==> src/hdl/rpvg_pkg.sv <==
//------------------------------------------------------------------------------
// rpvg_pkg
// Shared types, constants and helpers of the regular polygon vertex generator.
//------------------------------------------------------------------------------
`default_nettype none

package rpvg_pkg;

	localparam int COORD_WIDTH     = 16;
	localparam int MAX_SIDES_DEF   = 64;
	localparam int CORDIC_ITER_DEF = 16;
	localparam int ATAN_ENTRIES    = 24;
	localparam int CORDIC_GAIN     = 652032874;
	localparam int IDX_W           = 16;
	localparam int ANG_W           = 16;
	localparam int DIV_STEPS       = ANG_W + 1;
	localparam int CW              = 34;
	localparam int SUM_W           = 20;
	localparam int EXT_W           = ((SUM_W > COORD_WIDTH) ? SUM_W : COORD_WIDTH) + 1;

	typedef struct packed {
		logic        [15:0] first_index;
		logic        [15:0] last_index;
		logic        [15:0] radius;
		logic        [15:0] angle_offset;
		logic signed [15:0] x_offset;
		logic signed [15:0] y_offset;
		logic signed [15:0] z_offset;
	} rpvg_req_t;

	typedef struct packed {
		logic        [15:0]            vertex_index;
		logic signed [COORD_WIDTH-1:0] x_coord;
		logic signed [COORD_WIDTH-1:0] y_coord;
		logic signed [COORD_WIDTH-1:0] z_coord;
		logic                          last_vertex;
		logic                          status;
	} rpvg_vtx_t;

	localparam logic STATUS_OK   = 1'b0;
	localparam logic STATUS_SPAN = 1'b1;

	typedef enum logic [2:0] {
		ST_IDLE,
		ST_DIV,
		ST_ROT,
		ST_MULX,
		ST_MULZ,
		ST_OUT,
		ST_ERR
	} rpvg_state_t;

	// atan(2^-i), 2^32 per turn
	function automatic logic [31:0] atan_turns(input logic [4:0] i);
		logic [31:0] r;
		unique case (i)
			5'd0:    r = 32'h20000000;
			5'd1:    r = 32'h12E4051E;
			5'd2:    r = 32'h09FB385B;
			5'd3:    r = 32'h051111D4;
			5'd4:    r = 32'h028B0D43;
			5'd5:    r = 32'h0145D7E1;
			5'd6:    r = 32'h00A2F61E;
			5'd7:    r = 32'h00517C55;
			5'd8:    r = 32'h0028BE53;
			5'd9:    r = 32'h00145F2F;
			5'd10:   r = 32'h000A2F98;
			5'd11:   r = 32'h000517CC;
			5'd12:   r = 32'h00028BE6;
			5'd13:   r = 32'h000145F3;
			5'd14:   r = 32'h0000A2FA;
			5'd15:   r = 32'h0000517D;
			5'd16:   r = 32'h000028BE;
			5'd17:   r = 32'h0000145F;
			5'd18:   r = 32'h00000A30;
			5'd19:   r = 32'h00000518;
			5'd20:   r = 32'h0000028C;
			5'd21:   r = 32'h00000146;
			5'd22:   r = 32'h000000A3;
			5'd23:   r = 32'h00000051;
			default: r = 32'h00000000;
		endcase
		return r;
	endfunction

	function automatic logic signed [COORD_WIDTH-1:0] sat_coord(
		input logic signed [SUM_W-1:0] v
	);
		logic signed [EXT_W-1:0] ve;
		logic signed [EXT_W-1:0] hi;
		logic signed [EXT_W-1:0] lo;
		ve = EXT_W'(v);
		hi = (EXT_W'(1) <<< (COORD_WIDTH - 1)) - EXT_W'(1);
		lo = -hi - EXT_W'(1);
		if (ve > hi) begin
			ve = hi;
		end else if (ve < lo) begin
			ve = lo;
		end
		return ve[COORD_WIDTH-1:0];
	endfunction

endpackage

`default_nettype wire

==> src/hdl/rpvg_div.sv <==
//------------------------------------------------------------------------------
// rpvg_div
// Bit-serial restoring divider: one turn (65536) divided by the side count.
//------------------------------------------------------------------------------
`default_nettype none

module rpvg_div
	import rpvg_pkg::*;
#(
	parameter int NW = 7
) (
	input  wire logic                 clk,
	input  wire logic                 arst_n,
	input  wire logic                 start,
	input  wire logic [NW-1:0]        divisor,
	output logic                      done,
	output logic      [DIV_STEPS-1:0] quot,
	output logic      [NW-1:0]        rem
);

	localparam int SC_W = $clog2(DIV_STEPS + 1);

	logic               busy_q;
	logic               done_q;
	logic [SC_W-1:0]    cnt_q;
	logic [NW-1:0]      div_q;
	logic [NW-1:0]      rem_q;
	logic [DIV_STEPS-1:0] quot_q;
	logic [NW:0]        trial;
	logic               fits;

	// dividend is a single one in its top bit
	assign trial = {rem_q, (cnt_q == '0)};
	assign fits  = trial >= {1'b0, div_q};

	always_ff @(posedge clk or negedge arst_n) begin
		if (!arst_n) begin
			busy_q <= 1'b0;
			done_q <= 1'b0;
			cnt_q  <= '0;
		end else begin
			done_q <= 1'b0;
			if (start) begin
				busy_q <= 1'b1;
				cnt_q  <= '0;
			end else if (busy_q) begin
				cnt_q <= cnt_q + SC_W'(1);
				if (cnt_q == SC_W'(DIV_STEPS - 1)) begin
					busy_q <= 1'b0;
					done_q <= 1'b1;
				end
			end
		end
	end

	always_ff @(posedge clk) begin
		if (start) begin
			div_q  <= divisor;
			rem_q  <= '0;
			quot_q <= '0;
		end else if (busy_q) begin
			quot_q <= {quot_q[DIV_STEPS-2:0], fits};
			rem_q  <= fits ? NW'(trial - {1'b0, div_q}) : trial[NW-1:0];
		end
	end

	assign done = done_q;
	assign quot = quot_q;
	assign rem  = rem_q;

endmodule

`default_nettype wire

==> src/hdl/rpvg_cordic.sv <==
//------------------------------------------------------------------------------
// rpvg_cordic
// Iterative rotation-mode CORDIC: cosine and sine of a binary angle, Q1.30.
//------------------------------------------------------------------------------
`default_nettype none

module rpvg_cordic
	import rpvg_pkg::*;
#(
	parameter int ITER = CORDIC_ITER_DEF
) (
	input  wire logic                 clk,
	input  wire logic                 arst_n,
	input  wire logic                 start,
	input  wire logic        [ANG_W-1:0] angle,
	output logic                      done,
	output logic signed [CW-1:0]      cos_val,
	output logic signed [CW-1:0]      sin_val
);

	localparam int N     = (ITER > ATAN_ENTRIES) ? ATAN_ENTRIES : ITER;
	localparam int CNT_W = $clog2(N);

	logic                 busy_q;
	logic                 done_q;
	logic [CNT_W-1:0]     i_q;
	logic                 flip_q;
	logic signed [CW-1:0] x_q;
	logic signed [CW-1:0] y_q;
	logic signed [CW-1:0] z_q;

	logic [31:0]          w;
	logic                 flip;
	logic [31:0]          w_fold;
	logic signed [CW-1:0] dx;
	logic signed [CW-1:0] dy;
	logic signed [CW-1:0] at;

	// fold left half plane onto the right one
	assign w      = {angle, 16'h0000};
	assign flip   = w[31] ^ w[30];
	assign w_fold = {w[31] ^ flip, w[30:0]};

	assign dx = y_q >>> i_q;
	assign dy = x_q >>> i_q;
	assign at = $signed({{(CW - 32){1'b0}}, atan_turns(5'(i_q))});

	always_ff @(posedge clk or negedge arst_n) begin
		if (!arst_n) begin
			busy_q <= 1'b0;
			done_q <= 1'b0;
			i_q    <= '0;
		end else begin
			done_q <= 1'b0;
			if (start) begin
				busy_q <= 1'b1;
				i_q    <= '0;
			end else if (busy_q) begin
				i_q <= i_q + CNT_W'(1);
				if (i_q == CNT_W'(N - 1)) begin
					busy_q <= 1'b0;
					done_q <= 1'b1;
				end
			end
		end
	end

	always_ff @(posedge clk) begin
		if (start) begin
			flip_q <= flip;
			x_q    <= CW'(CORDIC_GAIN);
			y_q    <= '0;
			z_q    <= $signed({{(CW - 32){w_fold[31]}}, w_fold});
		end else if (busy_q) begin
			if (!z_q[CW-1]) begin
				x_q <= x_q - dx;
				y_q <= y_q + dy;
				z_q <= z_q - at;
			end else begin
				x_q <= x_q + dx;
				y_q <= y_q - dy;
				z_q <= z_q + at;
			end
		end
	end

	assign done    = done_q;
	assign cos_val = flip_q ? -x_q : x_q;
	assign sin_val = flip_q ? -y_q : y_q;

endmodule

`default_nettype wire

==> src/hdl/rpvg_scale.sv <==
//------------------------------------------------------------------------------
// rpvg_scale
// Shared multiplier: trig value times radius, rounded, offset and saturated.
//------------------------------------------------------------------------------
`default_nettype none

module rpvg_scale
	import rpvg_pkg::*;
(
	input  wire logic                          clk,
	input  wire logic                          load,
	input  wire logic signed [CW-1:0]          trig,
	input  wire logic        [15:0]            radius,
	input  wire logic signed [15:0]            offset,
	output logic signed      [COORD_WIDTH-1:0] coord
);

	localparam int PW = CW + 17;

	logic signed [PW-1:0]    prod_q;
	logic signed [PW-1:0]    rnd;
	logic signed [PW-1:0]    scaled;
	logic signed [SUM_W-1:0] sum;

	always_ff @(posedge clk) begin
		if (load) begin
			prod_q <= PW'(trig) * PW'($signed({1'b0, radius}));
		end
	end

	assign rnd    = prod_q + $signed(PW'(64'd1 << 29));
	assign scaled = rnd >>> 30;
	assign sum    = $signed(scaled[SUM_W-1:0]) + SUM_W'(offset);
	assign coord  = sat_coord(sum);

endmodule

`default_nettype wire

==> src/hdl/regular_polygon_vertex_generator.sv <==
//------------------------------------------------------------------------------
// regular_polygon_vertex_generator
// Emits the vertices of a regular n-gon in the XZ plane, one per transfer.
//------------------------------------------------------------------------------
// A request is taken only while the block is idle. The index range is put in
// order; a span of one index gives nothing, a span over MAX_SIDES gives one
// error transfer. Otherwise a bit-serial divide of one turn by n comes first,
// then each vertex goes through the single CORDIC stage and the shared
// multiplier, and the next vertex starts only once the last one is loaded
// into the result register. The result register lets the last vertex wait
// while the next request is taken.
//------------------------------------------------------------------------------
`default_nettype none

module regular_polygon_vertex_generator
	import rpvg_pkg::*;
#(
	parameter int MAX_SIDES         = MAX_SIDES_DEF,
	parameter int CORDIC_ITERATIONS = CORDIC_ITER_DEF
) (
	input  wire logic      clk,
	input  wire logic      arst_n,
	input  wire logic      req_valid,
	output logic           req_stall,
	input  wire rpvg_req_t req,
	output logic           vtx_valid,
	input  wire logic      vtx_stall,
	output rpvg_vtx_t      vtx
);

	localparam int NW = $clog2(MAX_SIDES + 1);

	rpvg_state_t state_q, state_d;

	logic [IDX_W-1:0]       lo_q;
	logic [NW-1:0]          n_q;
	logic [NW-1:0]          t_q;
	logic [15:0]            rad_q;
	logic [ANG_W-1:0]       off_q;
	logic signed [15:0]     xo_q;
	logic signed [15:0]     yo_q;
	logic signed [15:0]     zo_q;
	logic [ANG_W-1:0]       acc_q, acc_d;
	logic [NW-1:0]          prem_q, prem_d;
	logic signed [COORD_WIDTH-1:0] xres_q;
	rpvg_vtx_t              vtx_q;
	logic                   vtx_valid_q;

	logic [IDX_W-1:0]       lo_in;
	logic [IDX_W-1:0]       hi_in;
	logic [IDX_W:0]         span;
	logic                   last;
	logic                   out_free;
	logic [NW:0]            rem_sum;

	logic                   accept, div_start, cor_start, scale_load;
	logic                   latch_req, xres_ld, vtx_ld_ok, vtx_ld_err, advance;

	logic                   div_done;
	logic [DIV_STEPS-1:0]   div_quot;
	logic [NW-1:0]          div_rem;
	logic                   cor_done;
	logic signed [CW-1:0]   cos_val;
	logic signed [CW-1:0]   sin_val;
	logic signed [COORD_WIDTH-1:0] coord;

	assign lo_in   = (req.first_index > req.last_index) ? req.last_index : req.first_index;
	assign hi_in   = (req.first_index > req.last_index) ? req.first_index : req.last_index;
	assign span    = {1'b0, hi_in} - {1'b0, lo_in} + (IDX_W + 1)'(1);
	assign last    = t_q == (n_q - NW'(1));
	assign out_free = !vtx_valid_q || !vtx_stall;
	assign rem_sum = {1'b0, prem_q} + {1'b0, div_rem};

	assign accept    = req_valid && (state_q == ST_IDLE);
	assign req_stall = state_q != ST_IDLE;

	always_comb begin
		state_d    = state_q;
		div_start  = 1'b0;
		cor_start  = 1'b0;
		scale_load = 1'b0;
		latch_req  = 1'b0;
		xres_ld    = 1'b0;
		vtx_ld_ok  = 1'b0;
		vtx_ld_err = 1'b0;
		advance    = 1'b0;
		acc_d      = acc_q;
		prem_d     = prem_q;
		unique case (state_q)
			ST_IDLE: begin
				if (accept && (lo_in != hi_in)) begin
					if (span > (IDX_W + 1)'(MAX_SIDES)) begin
						state_d = ST_ERR;
					end else begin
						latch_req = 1'b1;
						div_start = 1'b1;
						state_d   = ST_DIV;
					end
				end
			end
			ST_DIV: begin
				if (div_done) begin
					cor_start = 1'b1;
					state_d   = ST_ROT;
				end
			end
			ST_ROT: begin
				if (cor_done) begin
					state_d = ST_MULX;
				end
			end
			ST_MULX: begin
				scale_load = 1'b1;
				state_d    = ST_MULZ;
			end
			ST_MULZ: begin
				xres_ld    = 1'b1;
				scale_load = 1'b1;
				state_d    = ST_OUT;
			end
			ST_OUT: begin
				if (out_free) begin
					vtx_ld_ok = 1'b1;
					if (last) begin
						state_d = ST_IDLE;
					end else begin
						advance = 1'b1;
						if (rem_sum >= {1'b0, n_q}) begin
							prem_d = NW'(rem_sum - {1'b0, n_q});
							acc_d  = acc_q + div_quot[ANG_W-1:0] + ANG_W'(1);
						end else begin
							prem_d = rem_sum[NW-1:0];
							acc_d  = acc_q + div_quot[ANG_W-1:0];
						end
						cor_start = 1'b1;
						state_d   = ST_ROT;
					end
				end
			end
			ST_ERR: begin
				if (out_free) begin
					vtx_ld_err = 1'b1;
					state_d    = ST_IDLE;
				end
			end
			default: begin
				state_d = ST_IDLE;
			end
		endcase
	end

	always_ff @(posedge clk or negedge arst_n) begin
		if (!arst_n) begin
			state_q     <= ST_IDLE;
			vtx_valid_q <= 1'b0;
		end else begin
			state_q <= state_d;
			if (vtx_ld_ok || vtx_ld_err) begin
				vtx_valid_q <= 1'b1;
			end else if (!vtx_stall) begin
				vtx_valid_q <= 1'b0;
			end
		end
	end

	always_ff @(posedge clk) begin
		if (latch_req) begin
			lo_q   <= lo_in;
			n_q    <= span[NW-1:0];
			t_q    <= '0;
			rad_q  <= req.radius;
			off_q  <= req.angle_offset;
			xo_q   <= req.x_offset;
			yo_q   <= req.y_offset;
			zo_q   <= req.z_offset;
			acc_q  <= '0;
			prem_q <= '0;
		end else if (advance) begin
			t_q    <= t_q + NW'(1);
			acc_q  <= acc_d;
			prem_q <= prem_d;
		end
		if (xres_ld) begin
			xres_q <= coord;
		end
		if (vtx_ld_ok) begin
			vtx_q.vertex_index <= lo_q + IDX_W'(t_q);
			vtx_q.x_coord      <= xres_q;
			vtx_q.y_coord      <= sat_coord(SUM_W'(yo_q));
			vtx_q.z_coord      <= coord;
			vtx_q.last_vertex  <= last;
			vtx_q.status       <= STATUS_OK;
		end else if (vtx_ld_err) begin
			vtx_q.vertex_index <= '0;
			vtx_q.x_coord      <= '0;
			vtx_q.y_coord      <= '0;
			vtx_q.z_coord      <= '0;
			vtx_q.last_vertex  <= 1'b1;
			vtx_q.status       <= STATUS_SPAN;
		end
	end

	rpvg_div #(
		.NW(NW)
	) u_div (
		.clk     (clk),
		.arst_n  (arst_n),
		.start   (div_start),
		.divisor (span[NW-1:0]),
		.done    (div_done),
		.quot    (div_quot),
		.rem     (div_rem)
	);

	rpvg_cordic #(
		.ITER(CORDIC_ITERATIONS)
	) u_cordic (
		.clk     (clk),
		.arst_n  (arst_n),
		.start   (cor_start),
		.angle   (acc_d - off_q),
		.done    (cor_done),
		.cos_val (cos_val),
		.sin_val (sin_val)
	);

	rpvg_scale u_scale (
		.clk    (clk),
		.load   (scale_load),
		.trig   ((state_q == ST_MULX) ? cos_val : sin_val),
		.radius (rad_q),
		.offset ((state_q == ST_OUT) ? zo_q : xo_q),
		.coord  (coord)
	);

	assign vtx_valid = vtx_valid_q;
	assign vtx       = vtx_q;

`ifndef SYNTHESIS
	a_err_is_last: assert property (@(posedge clk) disable iff (!arst_n)
		(vtx_valid_q && (vtx_q.status == STATUS_SPAN)) |-> vtx_q.last_vertex)
		else $error("error transfer without last_vertex");

	a_count_in_range: assert property (@(posedge clk) disable iff (!arst_n)
		((state_q == ST_ROT) || (state_q == ST_MULX) || (state_q == ST_MULZ) ||
		 (state_q == ST_OUT)) |-> ((t_q < n_q) && (prem_q < n_q)))
		else $error("vertex counter or phase remainder out of range");

	a_cordic_done_in_rot: assert property (@(posedge clk) disable iff (!arst_n)
		cor_done |-> (state_q == ST_ROT))
		else $error("CORDIC finished outside rotation state");

	a_div_done_in_div: assert property (@(posedge clk) disable iff (!arst_n)
		div_done |-> (state_q == ST_DIV))
		else $error("divider finished outside divide state");
`endif

endmodule

`default_nettype wire

==> config.mk <==
export PLATFORM = sky130hd
export DESIGN_NAME = regular_polygon_vertex_generator
export DESIGN_NICKNAME = d
export VERILOG_FILES = /design/src/hdl/rpvg_pkg.sv /design/src/hdl/rpvg_div.sv /design/src/hdl/rpvg_cordic.sv /design/src/hdl/rpvg_scale.sv /design/src/hdl/regular_polygon_vertex_generator.sv
export SDC_FILE = /design/constraint.sdc
export NUM_CORES = 2
export LEC_CHECK = 0
export BUFFER_PORTS_ARGS = -buffer_cell sky130_fd_sc_hd__buf_2
export CELL_PAD_IN_SITES_DETAIL_PLACEMENT = 0
export CELL_PAD_IN_SITES_GLOBAL_PLACEMENT = 1
export CORE_UTILIZATION = 40
export DETAILED_ROUTE_END_ITERATION = 10
export PLACE_DENSITY = 0.74
export SLEW_MARGIN = 20
export SYNTH_ARGS = -nofsm -noshare
export SYNTH_HDL_FRONTEND = slang
export SYNTH_SLANG_ARGS = --single-unit
==> constraint.sdc <==
create_clock -name clk -period 23.6 [get_ports clk]
set_input_delay 3.54 -clock clk [delete_from_list [all_inputs] [get_ports clk]]
set_output_delay 3.54 -clock clk [all_outputs]
set_load 0.05 [all_outputs]
==> reports/results.tsv <==
stage	metric	value	unit
final_layout	synthToLayoutAreaGrowth	8.46	%
logic_synthesis	synth_xor_xnor_area_share	0.0701	
logic_synthesis	syn-num-nets	6588	
placement	dp_hpwl	101000	um
final_layout	layout_commonest_cell	inv_1	
status	status	completed	
setup_path	worstPathMaxFanout	16	
setup_path	crit_top_cell	fa_1	
setup_path	crit_arrival	10.48	ns
route	routedWlPerCell	18.4	um
cts	clk_path_buf_depth	3	
floorplanning	rows	129	
floorplanning	initial_core_util	0.403	
final_layout	nets	6619	
floorplanning	dieHeight	355	um
logic_synthesis	synth_compound_area_frac	0.132	
setup_path	slowest_delay	0.89	ns
cts	cts_tree	done	
timing	fin_crit	10.08	ns
cts	worstSkewPairLatency	0.65	ns
setup_path	cp_slowest_cell	o21ai_2	
worst_hold_path	hold_path.class	reg2reg	
floorplanning	coreArea	123000	um2
grt	grt_pass1_vias	39242	
placement	dp_slack	12.93	ns
timing	setup_viol	0	
logic_synthesis	synth_edf_count	224	
timing	finalCritPeriodShare	0.427	
logic_synthesis	ys_types	96	
route	drt_wl_total	135000	um
setup_path	critPathKind	reg2reg	
setup_path	cp-end-kind	flop	
timing	setup_ws	13.52	ns
cts	postCtsSetupRepairBufs	0	
timing	worst_slew_pin_slew	1.13	ns
grt	grt_pass1_wl	215000	um
timing	fin_skew	0.0632	ns
floorplanning	die_w	355	um
timing	hold_viol	0	
logic_synthesis	synthSimpleGateAreaFrac	0.158	
cts	post_cts_resized	0	
timing	grt_setup_unrepaired	no	
grt	antenna_found_initial	1	
placement	numPortBuffers	183	
placement	place_area	52300	um2
cts	htree_levels	2	
logic_synthesis	yosysTopAreaCell	fa_1	
logic_synthesis	synth_top_family_by_area	adder cells	
timing	max_freq	0.0992	GHz
timing	setup_tns	0	ns
logic_synthesis	synthCells	5612	
logic_synthesis	ys_ff_latch	379	
route	drtPass1Iterations	7	
route	postRouteAntennaNets	0	
route	vias	39469	
final_layout	n_fill_cell	12122	
grt	grt_start_max_net_pins	85	
route	drt-vias-per-instance	5.39	
placement	gp_congestion	0.908	
final_layout	most-common-layout-cells	inv_1 (722), nand2_1 (666), fa_1 (521)	
final_layout	fin_util	0.437	
cts	clkTransAtPathRegs	0.06	ns
timing	final-max-slew-violation-count	0	
final_layout	final_area	54000	um2
logic_synthesis	syn_area_per_cell	8.87	um2
grt	track_usage	0.213	
setup_path	cp.required	24.00	ns
cts	cts_buffers	48	
run	maxCapViolations	0	
logic_synthesis	ys_async_sr_fraction	0.0449	
timing	slew_headroom	0.247	
floorplanning	io_pins	184	
grt	grt.overflow.total	0	
logic_synthesis	yosys.area.top_type_share	0.210	
logic_synthesis	yosysSeqAreaShare	0.199	
route	drtIter0Drc	2739	
logic_synthesis	syn_area	49800	um2
logic_synthesis	synth_area_leaders	fa_1 (21%), edfxtp_1 (14%), ha_1 (8.5%)	
logic_synthesis	synth.area.mux_share	0.0657	
logic_synthesis	yosysWarnings	0	
cts	root_buffer	clkbuf_16	
setup_path	start_kind	flop	
logic_synthesis	synthAdderAreaFrac	0.295	
final_layout	drive_gt1_frac	0.0908	
cts	hold_buffers	0	
route	route.detailed.drc	0	
cts	cts.sinks	379	
floorplanning	die_area	126000	um2
logic_synthesis	ys.flop_type	edfxtp_1	
-- final cells by class --
class                      instances  area (um2)  share of cell area
timing repair buffer             268        1550              0.0288
sequential                       379        9930               0.184
antenna                            1        2.50           0.0000464
clock inverter                    27         385             0.00714
clock buffer                      63        1310              0.0243
inverter                         729        2740              0.0507
tap                             1637        2050              0.0380
multi-input combinational       4217       36000               0.667
-- layer usage --
layer  global-route usage  wire, um  share of wire
met3               0.0263      7150          0.053
met2                0.352     63200           0.47
met4               0.0459      2660          0.020
met5                    0         0              0
met1                0.297     62000           0.46
-- final timing paths --
kind                                                    from                            to  slack (ns)  cells past startpoint
max in group asynchronous                             arst_n   u_cordic.i_q[0]$_DFFE_PN0P_       20.38                      1
worst min-delay path            u_cordic.z_q[8]$_SDFFE_PP0P_  u_cordic.z_q[8]$_SDFFE_PP0P_        0.49                      2
worst max-delay path            u_cordic.x_q[6]$_SDFFE_PP1P_  u_scale.prod_q[48]$_DFFE_PP_       13.52                     30
worst max register to register  u_cordic.x_q[6]$_SDFFE_PP1P_  u_scale.prod_q[48]$_DFFE_PP_       13.52                     30
min in group asynchronous                             arst_n    u_div.cnt_q[1]$_DFFE_PN0P_        2.84                      1
worst min register to register  u_cordic.z_q[8]$_SDFFE_PP0P_  u_cordic.z_q[8]$_SDFFE_PP0P_        0.49                      2
-- per-stage QoR --
stage	hold WS, ns	cells
detailed placement	0.485	7230
global placement	0.480	7229
global route	0.516	7321
floorplan	0.463	5612
finish	0.494	7321
CTS	0.495	7320
-- state kept, by name (all words and copies together) (netlist names), 16 cells and up --
register / flops
zo_q: 16
u_div.quot: 16
u_scale.prod_q: 21
u_cordic.x_q: 34
xo_q: 16
off_q: 16
yo_q: 16
vtx: 66
rad_q: 16
xres_q: 16
u_cordic.y_q: 34
acc_q: 16
u_cordic.z_q: 34
lo_q: 16
-- worst max-delay path, delay by kind of cell (launching register included) --
family,cells,cell delay (ns)
compound gates,5,1.92
buf+inv,4,0.34
flops,1,0.46
fa+ha+maj,7,3.45
xor+xnor,2,0.24
simple gates,12,3.44
-- cell families (layout without fill, tap and decap cells) --
family                     after synthesis  in the layout
and+or+nand+nor                       1680           1680
AOI/OAI and AO/OA                     1037           1037
buffers and inverters                 1016           1087
adders and majority gates              861            861
xor gates and xnor gates               395            395
DFF                                    379            379
muxes                                  244            244
other                                    0              1
-- Yosys cell counts, types with 154 or more instances --
library cell	number
nor2_1	369
xnor2_1	239
edfxtp_1	224
and2_1	262
fa_1	521
inv_1	724
xor2_1	154
nand2_1	666
a21oi_1	293
ha_1	339
o21ai_0	244
clkbuf_1	222
Power is left out: the tool's default activity adds up to more than one toggle a clock period on the data nets, which glitch-free logic cannot reach.
